==> src/rtl/trs_pkg.sv <==
// ----------------------------------------------------------------------------
// trs_pkg
// Types and codes shared by the thread scheduler cells and control.
// ----------------------------------------------------------------------------
package trs_pkg;

	typedef enum logic [2:0] {
		ST_UNUSED   = 3'd0,
		ST_RUNNABLE = 3'd1,
		ST_RUNNING  = 3'd2,
		ST_SLEEPING = 3'd3,
		ST_ZOMBIE   = 3'd4
	} slot_state_t;

	typedef enum logic [1:0] {
		CMD_CREATE = 2'd0,
		CMD_YIELD  = 2'd1,
		CMD_EXIT   = 2'd2,
		CMD_JOIN   = 2'd3
	} cmd_t;

	typedef enum logic [1:0] {
		STS_OK        = 2'd0,
		STS_NO_SLOT   = 2'd1,
		STS_NOT_FOUND = 2'd2,
		STS_BLOCKED   = 2'd3
	} status_t;

	typedef enum logic [2:0] {
		OP_NONE,
		OP_CREATE,
		OP_CUR_RUNNABLE,
		OP_EXIT,
		OP_JOIN_FREE,
		OP_SLEEP,
		OP_PICK
	} cell_op_t;

	typedef enum logic [2:0] {
		FS_IDLE,
		FS_CREATE,
		FS_JOIN,
		FS_SCHED,
		FS_DONE
	} fsm_t;

	typedef struct packed {
		cell_op_t op;
		logic     tok_load;
	} cell_ctl_t;

endpackage

==> src/rtl/trs_cell.sv <==
// ----------------------------------------------------------------------------
// trs_cell
// One thread slot: state, id, join target and value, plus the scan token
// that passes to the next cell every cycle unless it is reloaded.
// ----------------------------------------------------------------------------
module trs_cell #(
	parameter int ID_BITS    = 16,
	parameter int VALUE_BITS = 32,
	parameter bit FIRST      = 1'b0
) (
	input  logic                   clk,
	input  logic                   arst_n,
	input  trs_pkg::cell_ctl_t     ctl,
	input  logic                   load_here,
	input  logic                   tok_in,
	input  logic                   is_cur,
	input  logic [ID_BITS-1:0]     new_id,
	input  logic [ID_BITS-1:0]     me_id,
	input  logic [ID_BITS-1:0]     tgt_id,
	input  logic [VALUE_BITS-1:0]  exit_value,
	output logic                   tok,
	output trs_pkg::slot_state_t   state,
	output logic [ID_BITS-1:0]     id,
	output logic [VALUE_BITS-1:0]  value
);
	import trs_pkg::*;

	slot_state_t            state_q;
	logic [ID_BITS-1:0]     id_q;
	logic [ID_BITS-1:0]     jid_q;
	logic                   jv_q;
	logic [VALUE_BITS-1:0]  value_q;
	logic                   tok_q;

	always_ff @(posedge clk or negedge arst_n) begin
		if (!arst_n) begin
			state_q <= FIRST ? ST_RUNNING : ST_UNUSED;
			id_q    <= '0;
			jid_q   <= '0;
			jv_q    <= 1'b0;
			value_q <= '0;
			tok_q   <= 1'b0;
		end else begin
			tok_q <= ctl.tok_load ? load_here : tok_in;
			unique case (ctl.op)
				OP_CREATE: begin
					if (tok_q) begin
						state_q <= ST_RUNNABLE;
						id_q    <= new_id;
						value_q <= '0;
						jv_q    <= 1'b0;
						jid_q   <= '0;
					end
				end
				OP_CUR_RUNNABLE: begin
					if (is_cur) state_q <= ST_RUNNABLE;
				end
				OP_EXIT: begin
					if (is_cur) begin
						value_q <= exit_value;
						state_q <= ST_ZOMBIE;
					end else if (state_q == ST_SLEEPING && jv_q && jid_q == me_id) begin
						state_q <= ST_RUNNABLE;
						jv_q    <= 1'b0;
					end
				end
				OP_JOIN_FREE: begin
					if (tok_q) begin
						state_q <= ST_UNUSED;
						id_q    <= '0;
					end
				end
				OP_SLEEP: begin
					if (is_cur) begin
						jv_q    <= 1'b1;
						jid_q   <= tgt_id;
						state_q <= ST_SLEEPING;
					end
				end
				OP_PICK: begin
					if (tok_q) state_q <= ST_RUNNING;
					else if (is_cur && state_q == ST_RUNNING) state_q <= ST_RUNNABLE;
				end
				default: ;
			endcase
		end
	end

	assign tok   = tok_q;
	assign state = state_q;
	assign id    = id_q;
	assign value = value_q;

endmodule

==> src/rtl/round_robin_thread_scheduler.sv <==
// ----------------------------------------------------------------------------
// round_robin_thread_scheduler
// Thread slot table with create, yield, exit and join events and round-robin
// selection of the next runnable slot.
// ----------------------------------------------------------------------------
// Usage: drive cmd, target_id and exit_value with start while busy is low;
// the event is taken at that edge and busy rises. One result per event
// appears on status, new_id, joined_value, running_slot, running_id and
// switched, marked by done for exactly one cycle; busy falls after it.
// The slots form a ring of cells; a scan token moves one cell per cycle
// unless it is reloaded. Create and join search the ring from slot 0;
// yield and exit search at most one ring lap, from the slot after the
// running one, for a runnable slot; a join that blocks searches, then laps.
// After done the scheduler returns to idle, where the next start is taken.
// Reset: slot 0 running with id 0, all other slots unused, next id one.
// The receiver cannot stall: done is a one-cycle strobe.
// ----------------------------------------------------------------------------
module round_robin_thread_scheduler #(
	parameter int SLOT_COUNT = 16,
	parameter int ID_BITS    = 16,
	parameter int VALUE_BITS = 32
) (
	input  logic                   clk,
	input  logic                   arst_n,
	input  logic                   start,
	output logic                   busy,
	input  logic [1:0]             cmd,
	input  logic [ID_BITS-1:0]     target_id,
	input  logic [VALUE_BITS-1:0]  exit_value,
	output logic                   done,
	output logic [1:0]             status,
	output logic [ID_BITS-1:0]     new_id,
	output logic [VALUE_BITS-1:0]  joined_value,
	output logic [3:0]             running_slot,
	output logic [ID_BITS-1:0]     running_id,
	output logic                   switched
);
	import trs_pkg::*;

	localparam int SW = $clog2(SLOT_COUNT);

	fsm_t                   fsm_q, fsm_d;
	cell_ctl_t              ctl;
	logic [SW-1:0]          load_ptr;
	logic [SW-1:0]          ptr_q, ptr_inc, cur_inc;
	logic [SW-1:0]          cnt_q;
	logic [SW-1:0]          cur_q;
	logic [ID_BITS-1:0]     next_id_q;
	logic [ID_BITS-1:0]     tgt_q;
	status_t                status_q;
	logic [ID_BITS-1:0]     new_id_q;
	logic [VALUE_BITS-1:0]  joined_q;
	logic                   sw_q;

	logic                   tok   [SLOT_COUNT];
	slot_state_t            c_st  [SLOT_COUNT];
	logic [ID_BITS-1:0]     c_id  [SLOT_COUNT];
	logic [VALUE_BITS-1:0]  c_val [SLOT_COUNT];

	slot_state_t            sel_state;
	logic [ID_BITS-1:0]     sel_id;
	logic [VALUE_BITS-1:0]  sel_value;
	logic [ID_BITS-1:0]     cur_id;
	logic                   last, create_hit, join_hit, sched_hit;

	genvar g;
	generate
		for (g = 0; g < SLOT_COUNT; g++) begin : g_cell
			trs_cell #(
				.ID_BITS(ID_BITS),
				.VALUE_BITS(VALUE_BITS),
				.FIRST(g == 0)
			) u_cell (
				.clk(clk),
				.arst_n(arst_n),
				.ctl(ctl),
				.load_here(load_ptr == SW'(g)),
				.tok_in(tok[(g + SLOT_COUNT - 1) % SLOT_COUNT]),
				.is_cur(cur_q == SW'(g)),
				.new_id(next_id_q),
				.me_id(cur_id),
				.tgt_id(tgt_q),
				.exit_value(exit_value),
				.tok(tok[g]),
				.state(c_st[g]),
				.id(c_id[g]),
				.value(c_val[g])
			);
		end
	endgenerate

	always_comb begin
		sel_state = ST_UNUSED;
		sel_id    = '0;
		sel_value = '0;
		for (int i = 0; i < SLOT_COUNT; i++) begin
			if (tok[i]) begin
				sel_state = slot_state_t'(sel_state | c_st[i]);
				sel_id    = sel_id | c_id[i];
				sel_value = sel_value | c_val[i];
			end
		end
	end

	assign cur_id     = c_id[cur_q];
	assign ptr_inc    = (ptr_q == SW'(SLOT_COUNT - 1)) ? '0 : SW'(ptr_q + 1'b1);
	assign cur_inc    = (cur_q == SW'(SLOT_COUNT - 1)) ? '0 : SW'(cur_q + 1'b1);
	assign last       = cnt_q == SW'(SLOT_COUNT - 1);
	assign create_hit = sel_state == ST_UNUSED;
	assign join_hit   = sel_state != ST_UNUSED && sel_id == tgt_q;
	assign sched_hit  = sel_state == ST_RUNNABLE;

	always_comb begin
		fsm_d = fsm_q;
		unique case (fsm_q)
			FS_IDLE: begin
				if (start) begin
					unique case (cmd_t'(cmd))
						CMD_CREATE: fsm_d = FS_CREATE;
						CMD_JOIN:   fsm_d = FS_JOIN;
						default:    fsm_d = FS_SCHED;
					endcase
				end
			end
			FS_CREATE: if (create_hit || last) fsm_d = FS_DONE;
			FS_JOIN: begin
				if (join_hit) fsm_d = (sel_state == ST_ZOMBIE) ? FS_DONE : FS_SCHED;
				else if (last) fsm_d = FS_DONE;
			end
			FS_SCHED: if (sched_hit || last) fsm_d = FS_DONE;
			FS_DONE:  fsm_d = FS_IDLE;
			default:  fsm_d = FS_IDLE;
		endcase
	end

	always_comb begin
		ctl.op       = OP_NONE;
		ctl.tok_load = 1'b0;
		load_ptr     = '0;
		unique case (fsm_q)
			FS_IDLE: begin
				if (start) begin
					ctl.tok_load = 1'b1;
					unique case (cmd_t'(cmd))
						CMD_YIELD: begin
							ctl.op   = OP_CUR_RUNNABLE;
							load_ptr = cur_inc;
						end
						CMD_EXIT: begin
							ctl.op   = OP_EXIT;
							load_ptr = cur_inc;
						end
						default: load_ptr = '0;
					endcase
				end
			end
			FS_CREATE: if (create_hit) ctl.op = OP_CREATE;
			FS_JOIN: begin
				if (join_hit) begin
					if (sel_state == ST_ZOMBIE) begin
						ctl.op = OP_JOIN_FREE;
					end else begin
						ctl.op       = OP_SLEEP;
						ctl.tok_load = 1'b1;
						load_ptr     = cur_inc;
					end
				end
			end
			FS_SCHED: if (sched_hit) ctl.op = OP_PICK;
			default: ;
		endcase
	end

	always_ff @(posedge clk or negedge arst_n) begin
		if (!arst_n) begin
			fsm_q     <= FS_IDLE;
			cur_q     <= '0;
			next_id_q <= ID_BITS'(1);
			ptr_q     <= '0;
			cnt_q     <= '0;
			status_q  <= STS_OK;
			sw_q      <= 1'b0;
		end else begin
			fsm_q <= fsm_d;
			if (ctl.tok_load) begin
				ptr_q <= load_ptr;
				cnt_q <= '0;
			end else begin
				ptr_q <= ptr_inc;
				cnt_q <= SW'(cnt_q + 1'b1);
			end
			unique case (fsm_q)
				FS_IDLE: begin
					if (start) begin
						status_q <= STS_OK;
						sw_q     <= 1'b0;
					end
				end
				FS_CREATE: begin
					if (create_hit) next_id_q <= ID_BITS'(next_id_q + 1'b1);
					else if (last) status_q <= STS_NO_SLOT;
				end
				FS_JOIN: begin
					if (join_hit) begin
						if (sel_state != ST_ZOMBIE) status_q <= STS_BLOCKED;
					end else if (last) begin
						status_q <= STS_NOT_FOUND;
					end
				end
				FS_SCHED: begin
					if (sched_hit) begin
						sw_q  <= ptr_q != cur_q;
						cur_q <= ptr_q;
					end
				end
				default: ;
			endcase
		end
	end

	always_ff @(posedge clk) begin
		if (fsm_q == FS_IDLE && start) begin
			tgt_q    <= target_id;
			new_id_q <= '0;
			joined_q <= '0;
		end else if (fsm_q == FS_CREATE && create_hit) begin
			new_id_q <= next_id_q;
		end else if (fsm_q == FS_JOIN && join_hit && sel_state == ST_ZOMBIE) begin
			joined_q <= sel_value;
		end
	end

	assign busy         = fsm_q != FS_IDLE;
	assign done         = fsm_q == FS_DONE;
	assign status       = status_q;
	assign new_id       = new_id_q;
	assign joined_value = joined_q;
	assign running_slot = 4'(cur_q);
	assign running_id   = cur_id;
	assign switched     = sw_q;

endmodule

==> config.mk <==
export PLATFORM = sky130hd
export DESIGN_NAME = round_robin_thread_scheduler
export DESIGN_NICKNAME = d
export VERILOG_FILES = /design/src/rtl/trs_pkg.sv /design/src/rtl/trs_cell.sv /design/src/rtl/round_robin_thread_scheduler.sv
export SDC_FILE = /design/constraint.sdc
export NUM_CORES = 2
export LEC_CHECK = 0
export ABC_CLOCK_PERIOD_IN_PS = 9500
export BUFFER_PORTS_ARGS = -buffer_cell sky130_fd_sc_hd__buf_2
export CORE_UTILIZATION = 45
export DETAILED_ROUTE_END_ITERATION = 16
export SKIP_LAST_GASP = 1
export SLEW_MARGIN = 30
export SYNTH_ARGS = -nofsm -noshare
export SYNTH_HDL_FRONTEND = slang
export SYNTH_SLANG_ARGS = --single-unit
==> constraint.sdc <==
create_clock -name clk -period 9.5 [get_ports clk]
set_input_delay 1.9 -clock clk [delete_from_list [all_inputs] [get_ports clk]]
set_output_delay 1.9 -clock clk [all_outputs]
set_load 0.01 [all_outputs]
**Yosys cells after proc, flatten, opt, wreduce, memory -nomap -nowiden**

Index checks and enable logic that the tools add are counted.

- Logic and storage cells: 1019
- Memories kept: 0
- RAM bits: 0
- Output and inout port bits: 73
- Bits in read-only memories: 0
- Flip-flop bits (word level): 1202
- Bits in latches: 0

- Multiplexer cells: 455
- Add/sub/neg operators: 4
- Divide/modulo/power cells: 0
- Multipliers: 0
- Reduce and logical (&&, ||, !) cells: 156
- Magnitude comparators: 1
- Bitwise logic cells: 47
- Equality and inequality tests: 250
- Shifts and indexed selects: 0

Operators by type and width:

| operator | count |
|---|---|
| $mux 32 | 48 |
| $mux 16 | 66 |
| $pmux 16 s2 | 32 |
| $pmux 32 s2 | 16 |
| $or 32x32->32 | 15 |
| $mux 3 | 152 |
| $pmux 3 s6 | 16 |
| $eq 16x16->1 | 17 |
| $or 16x16->16 | 15 |
| $ne 2x1->1 const B | 96 |
| $reduce_and 3->1 | 49 |
| $reduce_and 7->1 | 16 |
| $eq 3x2->1 const B | 36 |
| $ne 3x1->1 const B | 32 |
| $mux 1 | 85 |
| $reduce_and 5->1 | 16 |
| $eq 4x4->1 const B | 18 |
| $bmux 16 s4 | 1 |
| $logic_and 1x1->1 | 53 |
| $pmux 1 s3 | 16 |
| $or 3x3->3 | 15 |
| $ne 2x2->1 const B | 22 |
| $mux 4 | 9 |
| $eq 4x3->1 const B | 8 |
| 30 further kinds | 64 |

**Logic depth before layout (Yosys ltp)**

- Word-level depth: 38
- Gate-level depth with buffers: 16

**By module**

Synthesis repeated with hierarchy kept, for this count alone.

- Cells, all modules: 5240
- Area total of the unflattened synthesis: 57540.2 sq um

By module, submodules not included:

| module | instances | area an instance (sq um) | cells each |
|---|---|---|---|
| trs_cell (g_cell[10].u_cell ...) | 13 | 2890.3 | 252 |
| round_robin_thread_scheduler | 1 | 11091.9 | 1150 |
| trs_cell (g_cell[2].u_cell) | 1 | 3045.4 | 315 |
| trs_cell (g_cell[3].u_cell) | 1 | 2937.8 | 247 |
| trs_cell (g_cell[0].u_cell) | 1 | 2891.5 | 252 |

**Worst setup path before layout**

Ideal clock, no wire load.

- Path type: reg2out
- Start point: reg cur_q[1], in the netlist running_slot[1]
- End point: out running_id[4]
- Stages on the path, launching flop included: 10
- Setup slack: 5.258 ns
- Buffers on the path: 5
- Data required time: 7.600 ns
- Arrival time: 2.342 ns
- Cells stage by stage: dfrtp_1 > buf_6 > buf_6 > buf_2 > mux2_2 > o22ai_1 > or2_2 > buf_2 > buf_2 > o21ai_0

- Longest elaborated chain between the ends: 4

Ends and longest elaborated chain:

| what | RTL line | RTL |
|---|---|---|
| start: declaration | round_robin_thread_scheduler.sv:47 | `logic [SW-1:0] cur_q;` |
| start signal: assignment | round_robin_thread_scheduler.sv:213 | `cur_q <= ptr_q;` |
| $not 4->5 (not written as such) | round_robin_thread_scheduler.sv:105 | `assign cur_id = c_id[cur_q];` |
| $bmux 16 s4 | round_robin_thread_scheduler.sv:105 |  |
| $mux 16 (not written as such) (2 in series) | round_robin_thread_scheduler.sv:105 |  |
| end: declaration | round_robin_thread_scheduler.sv:35 | `output logic [ID_BITS-1:0] running_id,` |

No other way between the ends. The select of a mux whose other input is x is not followed.

**Worst setup path in the final report**

Same ends and word-level chain as after synthesis.

==> summary.txt <==
STA
  – Hold Vio Cnt, Final: 0
  – Relative slew slack: 0.2317
  – Tmin final: 6.643 ns
  – Final Skew: 0.03260 ns
  – Endpoints failing setup: 0
  – RSZ-0062 raised after global routing: no
  – Aggregate negative setup slack: 0 ns
  – Top achievable clock speed: 0.1505 GHz
  – Worst hold slack: 0.4634 ns
  – Final worst path period share: 0.6992
  – Max Slew Vio Count: 0
  – Worst Setup Slack, final: 2.857 ns
  – Worst slew pin tran: 1.143 ns

Global route
  – Largest net degree at the start of global routing: 163
  – GRT Residual Overflow: 0
  – Vias in the first global route: 47.42k
  – Initial antenna violation count: 9
  – GRT Overall Usage: 0.3461
  – First-pass GRT wire length: 335.3 mm

Critical path
  – Worst r2r path cells: 11
  – Slowest cell on crit path: dfrtp_4
  – Worst setup path end: running_id[4]
  – Setup CP Type: reg -> out
  – Worst path arrival time: 4.74 ns
  – Critical path startpoint category: flop
  – Reg2Reg Capture Point: g_cell[0].u_cell.jid_q[5]
  – R2r setup slk: 3.35 ns
  – CP max stage delay: 1.05 ns
  – Worst setup path startpoint: running_slot[1]
  – Ordered list of cells on the worst path: buf_4 -> mux2_2 -> o22ai_1 -> or2_2 -> o21ai_0 -> buf_2
  – Crit path required time: 7.60 ns
  – Critical Path Fanout Max: 56
  – Critical Path End Type: output port
  – FF-to-FF Start: g_cell[1].u_cell.tok

Logic synthesis
  – Mapped Area: 59,060 sq um
  – Synth warnings: 0
  – Synth Area in Compound Gates: 0.1893
  – Most common library cells after synthesis: 1,136 x dfrtp_1, 1,030 x nand2_1, 897 x o21ai_0
  – Syn_nets: 6,040
  – Synth Flop Type: dfrtp_1
  – Top post-synthesis cells by area: dfrtp_1 48%, o21ai_0 7.6%, nand2_1 6.5%
  – Combinational family with the most area after synthesis: compound AO/OA/AOI/OAI gates
  – Netlist cell types: 97
  – Multiplexer area fraction after synthesis: 0.08165
  – Post-Synth XOR/XNOR Area: 0.05531
  – Cell taking the most area after synthesis: dfrtp_1
  – Syn Area/Cell: 9.881 sq um
  – Post-Synth Simple-Gate Area: 0.1264
  – Flops & latches, synth: 1,202
  – Async S/R FF share, synth: 0.9468
  – Post-synth top area share: 0.4813
  – Top-count cell post-synth: dfrtp_1
  – Gate Count Post-Synth: 5,977
  – Post-synth EDFFs: 16
  – Register area share after synthesis: 0.5066
  – Post-Synth Adder-Cell Area: 0.002119

Clock tree
  – Clock sinks: 1,202
  – CTS tree: yes
  – Hold Buf Count CTS: 0
  – CTS Root Cell: clkbuf_16
  – Skew-Pair Late Insertion Delay: 0.80 ns
  – Htree depth: 4
  – Post-CTS resize count: 0
  – Clk buf depth: 3
  – Clk slew on worst S/H paths: 0.06 ns
  – Inserted Clock Buffers: 137
  – Post-CTS setup buffers: 0

Die
  – Initial Util: 0.4550
  – Die Height: 364.3 microns
  – Die Area: 132,700 sq um
  – Row cnt: 132
  – Ports: 126
  – Core Area: 129,800 sq um
  – Die Wd: 364.3 microns

Detailed routing
  – Drt via density: 6.341
  – DRC viols: 0
  – Via count: 49.05k
  – Antenna Nets Post-Route: 0
  – Per-cell routed wire length: 29.66 microns
  – Detailed Route Iter0 Violations: 5,631
  – DRT Pass-1 Iters: 6
  – Total Wirelength: 229.4 mm

Power
  – Peak VDD IR: 0.1865 mV
  – Final Total Pwr: 18.35 mW
  – Cell Pwr Density: 278.7 nW/um^2
  – Static Leakage: 28.16 nW

Place
  – Placed wire-length estimate: 141.7 mm
  – Port Buf Inserts: 125
  – Worst setup slack after placement: 3.505 ns
  – Placer Congestion: 1.038

Status
  – Status: finished, final reports clean

Min path
  – Worst min-delay path class: reg -> reg

Layout
  – Layout Nets: 5,948
  – Layout cells sized above 1: 0.1414
  – Filler cells: 12.09k
  – Synth-to-layout area growth: 11.50%

Flow run
  – Total of max-cap violations: 0
[metal layers]
metal / part of all wire / wire, microns / track usage
met2: 0.44 / 100100 / 0.5163
met1: 0.41 / 93150 / 0.4654
met5: 0.00018 / 41 / 0
met3: 0.10 / 23200 / 0.08800
met4: 0.056 / 12950 / 0.1760
[cell type report]
cell class / instances / area (sq um) / area share
Multi-Input combinational cell: 4223 / 27120 / 0.4118
Clock inverter: 42 / 546.8 / 0.008303
Clock buffer: 204 / 4031 / 0.06122
Timing Repair Buffer: 260 / 1750 / 0.02658
Inverter: 61 / 231.5 / 0.003515
Sequential cell: 1202 / 29990 / 0.4555
Tap cell: 1742 / 2180 / 0.03310
Antenna cell: 1 / 2.502 / 0.00003800
[worst min path at each step]
stage | startpoint | endpoint | slack (ns) | cells after the start
after global routing | cnt_q[0] | cnt_q[0] | 0.48 | 1
after CTS | cnt_q[0] | cnt_q[0] | 0.47 | 1
after floorplan | cnt_q[0] | cnt_q[0] | 0.43 | 1
after detailed placement | cnt_q[0] | cnt_q[0] | 0.46 | 1
final | cnt_q[0] | cnt_q[0] | 0.46 | 1
after global placement | cnt_q[0] | cnt_q[0] | 0.45 | 1
[cell families (layout without fill, tap and decap cells)]
| family | Yosys count | after routing |
|---|---|---|
| other | 0 | 1 |
| adder cells (fa/ha/maj) | 10 | 10 |
| multiplexers | 422 | 422 |
| buffers and inverters | 552 | 567 |
| AO/OA/AOI/OAI | 1728 | 1728 |
| AND/OR/NAND/NOR | 1690 | 1690 |
| flip-flops | 1202 | 1202 |
| XOR/XNOR | 373 | 373 |
[worst max-delay path: cells and delay by family, from the launching register on]
kind	cells	cell delay [ns]
AOI/OAI and AO/OA	2	0.73
buffers and inverters	2	0.92
DFF	1	1.05
muxes	1	0.41
and+or+nand+nor	1	0.74
[sequential cells by signal, summed over array words and instances, names as in the netlist]
name and flops:
g_cell.u_cell.value 512, g_cell.u_cell.id 256, g_cell.u_cell.jid_q 256, g_cell.u_cell.state 48, joined_value 32, g_cell.u_cell.jv_q 16
g_cell.u_cell.tok 16, new_id 16, next_id_q 16, tgt_q 16, cnt_q 4, ptr_q 4
running_slot 4, fsm_q 3, status 2, switched 1
[placed cells by master, fill, tap and decap left out, drive strengths merged, types with 101 or more instances in the layout]
cell type,Yosys,layout
a22oi,211,211
nand2,1031,1031
mux2,248,248
dfrtp,1136,1136
nand3,101,101
xor2,179,179
o21ai,911,911
mux2i,153,153
a22o,172,172
clkbuf,362,204
xnor2,194,194
buf,129,260
nor2,166,166
nor3,116,116
a221oi,129,129
[where the power goes]
part | leakage (nW) | switching, mW | internal (mW)
registers | 16.1 | 0.842 | 5.47
clock network | 2.23 | 2.28 | 3.15
logic | 9.83 | 4.63 | 1.98
total | 28.2 | 7.75 | 10.6
[through the flow]
stage,util,instances,instance area [sq um]
2_1_floorplan,-,5977,59060
3_3_place_gp,0.4710,7484,61150
3_5_place_dp,0.4716,7487,61230
4_1_cts,0.5069,7733,65800
5_1_grt,0.5072,7734,65850
6_report,0.5073,7735,65850
No activity file was read; power rests on OpenSTA's default activity.
